==> config.mk <==
export PLATFORM = sky130hd
export DESIGN_NAME = ntp_seconds_to_bcd_rtc_date
export DESIGN_NICKNAME = d
export VERILOG_FILES = /design/src/hdl/ntpbcd_pkg.sv /design/src/hdl/ntpbcd_clock.sv /design/src/hdl/ntpbcd_civil.sv /design/src/hdl/ntp_seconds_to_bcd_rtc_date.sv
export SDC_FILE = /design/constraint.sdc
export NUM_CORES = 2
export LEC_CHECK = 0
export ABC_CLOCK_PERIOD_IN_PS = 24100
export BUFFER_PORTS_ARGS = -buffer_cell sky130_fd_sc_hd__buf_2
export CORE_MARGIN = 1
export CORE_UTILIZATION = 65
export DETAILED_ROUTE_END_ITERATION = 8
export HOLD_SLACK_MARGIN = 0.05
export PLACE_DENSITY = 0.92
export SYNTH_ARGS = -nofsm -noshare
export SYNTH_HDL_FRONTEND = slang
export SYNTH_SLANG_ARGS = --single-unit
==> constraint.sdc <==
create_clock -name clk -period 24.1 [get_ports clk]
set_clock_uncertainty 0.15 [all_clocks]
set_input_delay 3.615 -clock clk [delete_from_list [all_inputs] [get_ports clk]]
set_output_delay 3.615 -clock clk [all_outputs]
set_load 0.01 [all_outputs]
==> src/hdl/ntpbcd_pkg.sv <==
`timescale 1ns / 1ps
`default_nettype none
// ----------------------------------------------------------------------------
// ntpbcd_pkg
// Constants, reciprocal multipliers, result types and the BCD helper for the
// NTP-seconds to BCD real-time-clock date converter.
// ----------------------------------------------------------------------------
package ntpbcd_pkg;

  // seconds from 0000-03-01 to 1900-01-01, i.e. 719468 days * 86400 - 2208988800
  localparam logic [35:0] T_BASE = 36'd59953046400;
  localparam logic signed [17:0] ZONE_STEP = 18'sd3600;

  // day split: t / 86400 = (t >> 7) / 675, 29-bit dividend
  localparam int unsigned DAY_SHIFT = 39;
  localparam logic [29:0] RECIP_DAY = 30'(((64'd1 << 39) + 64'd674) / 64'd675);
  localparam logic [9:0]  DAY_DIV = 10'd675;

  // era boundaries reachable from any 32-bit timestamp and zone offset
  localparam logic [19:0] ERA4_START = 20'd584388;
  localparam logic [19:0] ERA5_START = 20'd730485;
  localparam logic [17:0] DOE_LAST = 18'd146096;

  // weekday: (z + 2) / 7, 21-bit dividend
  localparam int unsigned WEEK_SHIFT = 24;
  localparam logic [21:0] RECIP_WEEK = 22'(((64'd1 << 24) + 64'd6) / 64'd7);

  // doe / 1460 = (doe >> 2) / 365, 16-bit dividend
  localparam int unsigned QUAD_SHIFT = 25;
  localparam logic [16:0] RECIP_QUAD = 17'(((64'd1 << 25) + 64'd364) / 64'd365);

  // year of era: n / 365, 18-bit dividend
  localparam int unsigned YEAR_SHIFT = 27;
  localparam logic [18:0] RECIP_YEAR = 19'(((64'd1 << 27) + 64'd364) / 64'd365);

  // hour: sod / 3600 = (sod >> 4) / 225, 13-bit dividend
  localparam int unsigned HOUR_SHIFT = 21;
  localparam logic [13:0] RECIP_HOUR = 14'(((64'd1 << 21) + 64'd224) / 64'd225);

  // minute: rem / 60 = (rem >> 2) / 15, 10-bit dividend
  localparam int unsigned MIN_SHIFT = 14;
  localparam logic [10:0] RECIP_MIN = 11'(((64'd1 << 14) + 64'd14) / 64'd15);

  localparam logic [11:0] YEAR_LO = 12'd2000;
  localparam logic [11:0] YEAR_HI = 12'd2099;
  localparam logic [11:0] ERA4_YEAR = 12'd1600;
  localparam logic [11:0] ERA5_YEAR = 12'd2000;

  // first day of each month counted from 1 March
  localparam int unsigned MONTHS = 12;
  localparam logic [8:0] MONTH_START [MONTHS] = '{
    9'd0, 9'd31, 9'd61, 9'd92, 9'd122, 9'd153,
    9'd184, 9'd214, 9'd245, 9'd275, 9'd306, 9'd337
  };

  typedef struct packed {
    logic [6:0] second_bcd;
    logic [6:0] minute_bcd;
    logic [5:0] hour_bcd;
  } clock_t;

  typedef struct packed {
    logic [2:0] weekday_bcd;
    logic [5:0] day_bcd;
    logic [4:0] month_bcd;
    logic [7:0] year_bcd;
    logic       year_out_of_range;
  } date_t;

  // two BCD digits of a value 0..99, tens by multiply with 205 / 2048
  function automatic logic [7:0] to_bcd(input logic [6:0] v);
    logic [14:0] prod;
    logic [3:0]  tens;
    logic [3:0]  ones;
    prod = 15'(v) * 15'd205;
    tens = prod[14:11];
    ones = 4'(v - 7'(tens) * 7'd10);
    return {tens, ones};
  endfunction

endpackage
`default_nettype wire

==> src/hdl/ntpbcd_clock.sv <==
`timescale 1ns / 1ps
`default_nettype none
// ----------------------------------------------------------------------------
// ntpbcd_clock
// Seven-stage pipeline from seconds of day to BCD hour, minute and second.
// ----------------------------------------------------------------------------
module ntpbcd_clock (
  input  wire logic                   clk,
  input  wire logic [16:0]            sod,
  output ntpbcd_pkg::clock_t          clock_out
);

  logic [4:0]  hour_1;
  logic [16:0] sod_1;
  logic [4:0]  hour_2;
  logic [11:0] rem_2;
  logic [4:0]  hour_3;
  logic [5:0]  minute_3;
  logic [11:0] rem_3;
  logic [4:0]  hour_4;
  logic [5:0]  minute_4;
  logic [5:0]  second_4;
  ntpbcd_pkg::clock_t clock_5;
  ntpbcd_pkg::clock_t clock_6;
  ntpbcd_pkg::clock_t clock_7;

  logic [26:0] hour_prod;
  logic [20:0] min_prod;
  logic [7:0]  hour_d;
  logic [7:0]  minute_d;
  logic [7:0]  second_d;

  // hour by reciprocal multiply
  assign hour_prod = 27'(sod[16:4]) * 27'(ntpbcd_pkg::RECIP_HOUR);

  always_ff @(posedge clk) begin
    hour_1 <= hour_prod[ntpbcd_pkg::HOUR_SHIFT +: 5];
    sod_1  <= sod;
  end

  // seconds left within the hour
  always_ff @(posedge clk) begin
    hour_2 <= hour_1;
    rem_2  <= 12'(sod_1 - 17'(hour_1 * 17'd3600));
  end

  // minute by reciprocal multiply
  assign min_prod = 21'(rem_2[11:2]) * 21'(ntpbcd_pkg::RECIP_MIN);

  always_ff @(posedge clk) begin
    hour_3   <= hour_2;
    minute_3 <= min_prod[ntpbcd_pkg::MIN_SHIFT +: 6];
    rem_3    <= rem_2;
  end

  // second is what remains
  always_ff @(posedge clk) begin
    hour_4   <= hour_3;
    minute_4 <= minute_3;
    second_4 <= 6'(rem_3 - 12'(minute_3 * 12'd60));
  end

  // bcd encode
  assign hour_d   = ntpbcd_pkg::to_bcd(7'(hour_4));
  assign minute_d = ntpbcd_pkg::to_bcd(7'(minute_4));
  assign second_d = ntpbcd_pkg::to_bcd(7'(second_4));

  always_ff @(posedge clk) begin
    clock_5.hour_bcd   <= hour_d[5:0];
    clock_5.minute_bcd <= minute_d[6:0];
    clock_5.second_bcd <= second_d[6:0];
  end

  // align with the date pipeline
  always_ff @(posedge clk) begin
    clock_6 <= clock_5;
    clock_7 <= clock_6;
  end

  assign clock_out = clock_7;

endmodule
`default_nettype wire

==> src/hdl/ntpbcd_civil.sv <==
`timescale 1ns / 1ps
`default_nettype none
// ----------------------------------------------------------------------------
// ntpbcd_civil
// Seven-stage pipeline from day number (days since 0000-03-01) to weekday,
// day, month and year in BCD, with the year range flag.
// ----------------------------------------------------------------------------
module ntpbcd_civil (
  input  wire logic                   clk,
  input  wire logic [19:0]            z,
  output ntpbcd_pkg::date_t           date_out
);

  // stage 1
  logic        era5_1;
  logic [17:0] doe_1;
  logic [20:0] zp2_1;
  // stage 2
  logic        era5_2;
  logic [17:0] doe_2;
  logic [7:0]  quad_2;
  logic [2:0]  cent_2;
  logic        last_2;
  logic [20:0] zp2_2;
  logic [18:0] wq_2;
  // stage 3
  logic        era5_3;
  logic [17:0] doe_3;
  logic [17:0] n_3;
  logic [2:0]  wday_3;
  // stage 4
  logic        era5_4;
  logic [17:0] doe_4;
  logic [8:0]  yoe_4;
  logic [2:0]  wday_4;
  // stage 5
  logic        era5_5;
  logic [8:0]  yoe_5;
  logic [8:0]  doy_5;
  logic [2:0]  wday_5;
  // stage 6
  logic [4:0]  day_6;
  logic [3:0]  month_6;
  logic [11:0] year_6;
  logic [2:0]  wday_6;
  // stage 7
  ntpbcd_pkg::date_t date_7;

  logic        era5_d;
  logic [42:0] week_prod;
  logic [32:0] quad_prod;
  logic [36:0] year_prod;
  logic [2:0]  wrem;
  logic [1:0]  yoe_cent;
  logic [17:0] yday;
  logic [3:0]  mp;
  logic [11:0] yoff;
  logic        bad;
  logic [7:0]  day_d;
  logic [7:0]  month_d;
  logic [7:0]  year_d;

  // era split, only eras 4 and 5 are reachable
  assign era5_d = (z >= ntpbcd_pkg::ERA5_START);

  always_ff @(posedge clk) begin
    era5_1 <= era5_d;
    doe_1  <= 18'(z - (era5_d ? ntpbcd_pkg::ERA5_START : ntpbcd_pkg::ERA4_START));
    zp2_1  <= 21'(z) + 21'd2;
  end

  // leap corrections and weekday quotient
  assign quad_prod = 33'(doe_1[17:2]) * 33'(ntpbcd_pkg::RECIP_QUAD);
  assign week_prod = 43'(zp2_1) * 43'(ntpbcd_pkg::RECIP_WEEK);

  always_ff @(posedge clk) begin
    era5_2 <= era5_1;
    doe_2  <= doe_1;
    quad_2 <= quad_prod[ntpbcd_pkg::QUAD_SHIFT +: 8];
    cent_2 <= 3'(doe_1 >= 18'd36524) + 3'(doe_1 >= 18'd73048)
            + 3'(doe_1 >= 18'd109572) + 3'(doe_1 >= ntpbcd_pkg::DOE_LAST);
    last_2 <= (doe_1 == ntpbcd_pkg::DOE_LAST);
    zp2_2  <= zp2_1;
    wq_2   <= week_prod[ntpbcd_pkg::WEEK_SHIFT +: 19];
  end

  // day count with leap days removed, weekday remainder
  assign wrem = 3'(zp2_2 - 21'(wq_2 * 21'd7));

  always_ff @(posedge clk) begin
    era5_3 <= era5_2;
    doe_3  <= doe_2;
    n_3    <= doe_2 - 18'(quad_2) + 18'(cent_2) - 18'(last_2);
    wday_3 <= wrem + 3'd1;
  end

  // year of era by reciprocal multiply
  assign year_prod = 37'(n_3) * 37'(ntpbcd_pkg::RECIP_YEAR);

  always_ff @(posedge clk) begin
    era5_4 <= era5_3;
    doe_4  <= doe_3;
    yoe_4  <= year_prod[ntpbcd_pkg::YEAR_SHIFT +: 9];
    wday_4 <= wday_3;
  end

  // day of year from 1 March
  assign yoe_cent = 2'(yoe_4 >= 9'd100) + 2'(yoe_4 >= 9'd200) + 2'(yoe_4 >= 9'd300);
  assign yday = 18'(yoe_4 * 18'd365) + 18'(yoe_4[8:2]) - 18'(yoe_cent);

  always_ff @(posedge clk) begin
    era5_5 <= era5_4;
    yoe_5  <= yoe_4;
    doy_5  <= 9'(doe_4 - yday);
    wday_5 <= wday_4;
  end

  // month index by search of month starts
  always_comb begin
    mp = '0;
    for (int k = 1; k < ntpbcd_pkg::MONTHS; k++) begin
      if (doy_5 >= ntpbcd_pkg::MONTH_START[k]) begin
        mp = 4'(mp + 4'd1);
      end
    end
  end

  assign yoff = era5_5 ? ntpbcd_pkg::ERA5_YEAR : ntpbcd_pkg::ERA4_YEAR;

  always_ff @(posedge clk) begin
    day_6   <= 5'(doy_5 - ntpbcd_pkg::MONTH_START[mp] + 9'd1);
    month_6 <= (mp < 4'd10) ? 4'(mp + 4'd3) : 4'(mp - 4'd9);
    year_6  <= yoff + 12'(yoe_5) + 12'(mp >= 4'd10);
    wday_6  <= wday_5;
  end

  // range check and bcd encode
  assign bad     = (year_6 < ntpbcd_pkg::YEAR_LO) || (year_6 > ntpbcd_pkg::YEAR_HI);
  assign day_d   = ntpbcd_pkg::to_bcd(7'(day_6));
  assign month_d = ntpbcd_pkg::to_bcd(7'(month_6));
  assign year_d  = ntpbcd_pkg::to_bcd(7'(year_6 - ntpbcd_pkg::YEAR_LO));

  always_ff @(posedge clk) begin
    date_7.weekday_bcd       <= wday_6;
    date_7.day_bcd           <= day_d[5:0];
    date_7.month_bcd         <= month_d[4:0];
    date_7.year_bcd          <= bad ? 8'd0 : year_d;
    date_7.year_out_of_range <= bad;
  end

  assign date_out = date_7;

endmodule
`default_nettype wire

==> src/hdl/ntp_seconds_to_bcd_rtc_date.sv <==
`timescale 1ns / 1ps
`default_nettype none
// ----------------------------------------------------------------------------
// ntp_seconds_to_bcd_rtc_date
// Converts NTP seconds plus a whole-hour zone offset to a BCD civil date and
// time for a real-time-clock chip.
// Start to done passes through the ten-stage pipeline.
// Throughput: one word per cycle; busy is always low.
// Results are shown for one cycle under done; the receiver cannot stall.
// Reset clears the valid pipeline and sets the zone offset to 0.
// ----------------------------------------------------------------------------
module ntp_seconds_to_bcd_rtc_date (
  input  wire logic        clk,
  input  wire logic        rst,
  input  wire logic        zone_offset_hours_we,
  input  wire logic [4:0]  zone_offset_hours,
  input  wire logic        start,
  output logic             busy,
  input  wire logic [31:0] ntp_seconds,
  output logic             done,
  output logic [6:0]       second_bcd,
  output logic [6:0]       minute_bcd,
  output logic [5:0]       hour_bcd,
  output logic [2:0]       weekday_bcd,
  output logic [5:0]       day_bcd,
  output logic [4:0]       month_bcd,
  output logic [7:0]       year_bcd,
  output logic             year_out_of_range
);

  localparam int unsigned DEPTH = 10;

  logic signed [4:0]  zone;
  logic signed [17:0] zone_secs;
  logic [DEPTH-1:0]   vld;
  logic               accept;

  logic [35:0] t_1;
  logic [19:0] q_2;
  logic [28:0] x_2;
  logic [6:0]  low_2;
  logic [19:0] z_3;
  logic [16:0] sod_3;
  logic [58:0] day_prod;
  logic [9:0]  rem_d;

  ntpbcd_pkg::clock_t clock_res;
  ntpbcd_pkg::date_t  date_res;

  assign busy   = 1'b0;
  assign accept = start & ~busy;

  // zone offset register
  always_ff @(posedge clk) begin
    if (rst) begin
      zone <= '0;
    end else if (zone_offset_hours_we) begin
      zone <= zone_offset_hours;
    end
  end

  // valid bits alongside the data
  always_ff @(posedge clk) begin
    if (rst) begin
      vld <= '0;
    end else begin
      vld <= {vld[DEPTH-2:0], accept};
    end
  end

  // seconds since 0000-03-01
  assign zone_secs = zone * ntpbcd_pkg::ZONE_STEP;

  always_ff @(posedge clk) begin
    t_1 <= {4'd0, ntp_seconds} + ntpbcd_pkg::T_BASE + 36'(zone_secs);
  end

  // day number by reciprocal multiply
  assign day_prod = 59'(t_1[35:7]) * 59'(ntpbcd_pkg::RECIP_DAY);

  always_ff @(posedge clk) begin
    q_2   <= day_prod[ntpbcd_pkg::DAY_SHIFT +: 20];
    x_2   <= t_1[35:7];
    low_2 <= t_1[6:0];
  end

  // seconds of day from the remainder
  assign rem_d = x_2[9:0] - 10'(q_2 * 30'(ntpbcd_pkg::DAY_DIV));

  always_ff @(posedge clk) begin
    z_3   <= q_2;
    sod_3 <= {rem_d, low_2};
  end

  ntpbcd_clock u_clock (
    .clk       (clk),
    .sod       (sod_3),
    .clock_out (clock_res)
  );

  ntpbcd_civil u_civil (
    .clk      (clk),
    .z        (z_3),
    .date_out (date_res)
  );

  // result word
  assign done              = vld[DEPTH-1];
  assign second_bcd        = clock_res.second_bcd;
  assign minute_bcd        = clock_res.minute_bcd;
  assign hour_bcd          = clock_res.hour_bcd;
  assign weekday_bcd       = date_res.weekday_bcd;
  assign day_bcd           = date_res.day_bcd;
  assign month_bcd         = date_res.month_bcd;
  assign year_bcd          = date_res.year_bcd;
  assign year_out_of_range = date_res.year_out_of_range;

endmodule
`default_nettype wire
==> results.yml <==
cells_and_area:
  final_net_count: 6708
  antennaDiodeCount: 0
  drive_gt1_frac: 0.0444
  commonest_non_fill_non_tap_cells_in_the_layout: "ha_1 (1,310), inv_1 (1,129), fa_1 (576)"
  area.growth.synth_to_final_pct: 6.79
  final_common_cell: "ha_1"
  final_area_um2: 52400
setup_path:
  timing.critical_path.slowest_cell_delay_ns: 0.68
  critPathArrivalTime_ns: 8.82
  worst_setup_path_start_kind: "flop"
  r2r_cells: 37
  crit_path_start: "u_civil.doy_5[4]"
  critPathKind: "reg2reg"
  crit_path_top_delay_cell: "xor2_1"
  timing.critical_path.mode_cell: "ha_1"
  worst-endpoint-required_ns: 24.51
  rr_endpoint: "u_civil.day_6[4]"
  endpoint: "u_civil.day_6[4]"
  cp-end-kind: "flop"
  timing.rr.start: "u_civil.doy_5[4]"
  worstPathMaxFanout: 13
  setup.reg_to_reg.worst_slack_ns: 15.69
grt:
  grt_met3_usage: 0.0511
  global_route.peak_usage_layer: "met2"
  groute.layer.met1.usage: 0.315
  grt_pass1_wl_um: 183000
  first_global_vias: 37800
  grt_start_max_net_pins: 23
  global_route.usage.total: 0.297
  number_of_antenna_violations_at_the_first_check_in_global_routing: 1
  grtUsageMet2: 0.537
  globalRoute.totalOverflow: 0
cts:
  cts_resized: 0
  numCtsBuffers: 48
  cts_tree: "done"
  worst_setup_hold_path_clk_slew_ns: 0.06
  clock_sinks: 450
  clockRootBuffer: "clkbuf_16"
  cts.hold.buffers_added: 0
  cts_setup_buffers: 0
  cts_max_level: 2
  cts_max_path_buffers: 3
  clkLatencyLatePin_ns: 0.64
logic_synthesis:
  yosys.cell_types.count: 78
  syn_avg_cell_area_um2: 10.5
  yosys.area.top_type_share: 0.334
  post_synthesis_cell_count: 4659
  synth.ff_latch_count: 450
  synth-async-reset-ratio: 0
  synth_enable_flop_cells: 0
  synth_top_cell_by_area: "ha_1"
  synth_ff_type: "dfxtp_1"
  yosys_warnings: 0
  synth-seq-area-share: 0.183
  synthesis.nets: 6586
  synth.area.top_cells: "ha_1 (33%), fa_1 (23%), dfxtp_1 (18%)"
  syn_area_um2: 49100
sta:
  relSlewSlack: 0.343
  final_min_period_over_clock_period: 0.349
  timing_max_transition_violations_final: 0
  fin_worst_hold_slack_ns: 0.173
  report.final.hold_viol_count: 0
  maxClockFrequency_mhz: 119
  finalCriticalPeriod_ns: 8.41
  setup-tns-final_ns: 0
  tightestPinTransition_ns: 0.984
  rsz_0062_raised_after_global_routing: "false"
  final-setup-viol-count: 0
die:
  initial_core_util: 0.658
  area_of_the_core_um2: 74600
  floorplan.die.height_um: 277
  row_count: 100
  die_w_um: 277
  die_outline_area_um2: 76600
  boundaryPins: 86
route:
  route.final.wire_length_um: 110000
  via_count: 33300
  detail-route-antenna-nets: 0
  detail_route.vias_per_cell: 5.75
  routedWlPerCell_um: 19.0
  detailedRoute.firstIterationViolations: 1720
  drtPass1Iterations: 7
  post-route-drc-count: 0
placement:
  hpwl_um: 83800
  port_buffers: 84
  gp_routability_congestion: 0.906
  placement.cell_area_um2: 50700
min_path:
  hp-class: "reg2reg"
job:
  timing.max_cap.violations: 0
status:
  outcome: "finished, final reports clean"
==> flip-flops by register name, summed over array words and instances, names as in the netlist, 10 cells and up <==
register,count
u_clock.sod_1,12
x_2,10
u_clock.clock_out,20
u_civil.date_out,23
t_1,34
u_clock.rem_2,12
u_civil.doe_2,18
z_3,20
q_2,20
u_civil.n_3,18
u_civil.zp2_1,21
u_civil.doe_1,18
vld,10
u_civil.year_6,12
u_clock.clock_6,20
u_clock.clock_5,20
sod_3,17
==> cell type report <==
class | instances | area, um^2
clock inverter | 28 | 415
multi-input combinational | 3061 | 35700
fill | 4626 | 22100
sequential | 450 | 9010
tap | 969 | 1210
timing repair buffer | 91 | 473
clock buffer | 60 | 1340
inverter | 1129 | 4240
==> cells in the mapped netlist (7+ instances only) <==
cell / instances
a211oi_1: 10
a21boi_0: 10
a21o_1: 74
a21oi_1: 132
a311oi_1: 7
a31oi_1: 17
a41o_1: 10
and2_1: 12
and3_1: 12
and4_1: 7
clkbuf_1: 9
dfxtp_1: 450
fa_1: 576
ha_1: 1310
inv_1: 1129
mux2i_1: 9
nand2_1: 92
nand2b_1: 27
nand3_1: 42
nand4_1: 13
nor2_1: 94
nor2b_1: 39
nor3_1: 28
o211ai_1: 16
o21a_1: 34
o21ai_0: 82
o21bai_1: 32
o31ai_1: 8
or2_2: 14
xnor2_1: 182
xor2_1: 78
==> routing by layer <==
layer	vias up	part of all wire
met5	-	0.00014
met4	2	0.076
met3	607	0.056
met2	1271	0.51
met1	16200	0.36
li1	15200	-
==> stage by stage <==
| stage | cells | util | worst slack (ns) |
|---|---|---|---|
| floorplan | 4659 | - | 16.57 |
| global placement | 5700 | 0.680 | 15.92 |
| detailed placement | 5700 | 0.680 | 15.79 |
| CTS | 5788 | 0.703 | 15.71 |
| global route | 5788 | 0.703 | 14.90 |
| finish | 5788 | 0.703 | 15.69 |
==> critical path: cells and delay by family, from the launching register on <==
family / cells / cell delay (ns)
AND/OR/NAND/NOR: 7 / 0.88
adder cells (fa/ha/maj): 8 / 2.37
XOR/XNOR: 8 / 1.90
AO/OA/AOI/OAI: 13 / 2.33
flip-flops: 1 / 0.59
buffers and inverters: 1 / 0.10
==> cells by family (layout without fill, tap and decap cells) <==
logic type / count (synthesis) / count (layout) / synth area share
fa+ha+maj: 1886 / 1886 / 0.569
buf+inv: 1148 / 1308 / 0.0884
compound gates: 490 / 490 / 0.0663
flops: 450 / 450 / 0.183
simple gates: 406 / 406 / 0.0416
xor+xnor: 264 / 264 / 0.0483
mux: 13 / 13 / 0.00306
other cells: 2 / 2 / 0.000153
==> worst min-delay path by stage <==
stage                                 to  cells past startpoint          startpoint  slack, ns
finish              u_clock.clock_out[3]                      0  u_clock.clock_6[3]       0.17
global route           u_clock.hour_4[3]                      0   u_clock.hour_3[3]       0.18
CTS                    u_clock.hour_4[3]                      0   u_clock.hour_3[3]       0.17
detailed placement              sod_3[0]                      0            low_2[0]       0.16
global placement       u_clock.hour_4[2]                      0   u_clock.hour_3[2]       0.16
floorplan                       low_2[0]                      0              t_1[0]       0.16
Power is not shown: default switching activity piles up to over one toggle a cycle in this logic, so the estimate is an artifact.
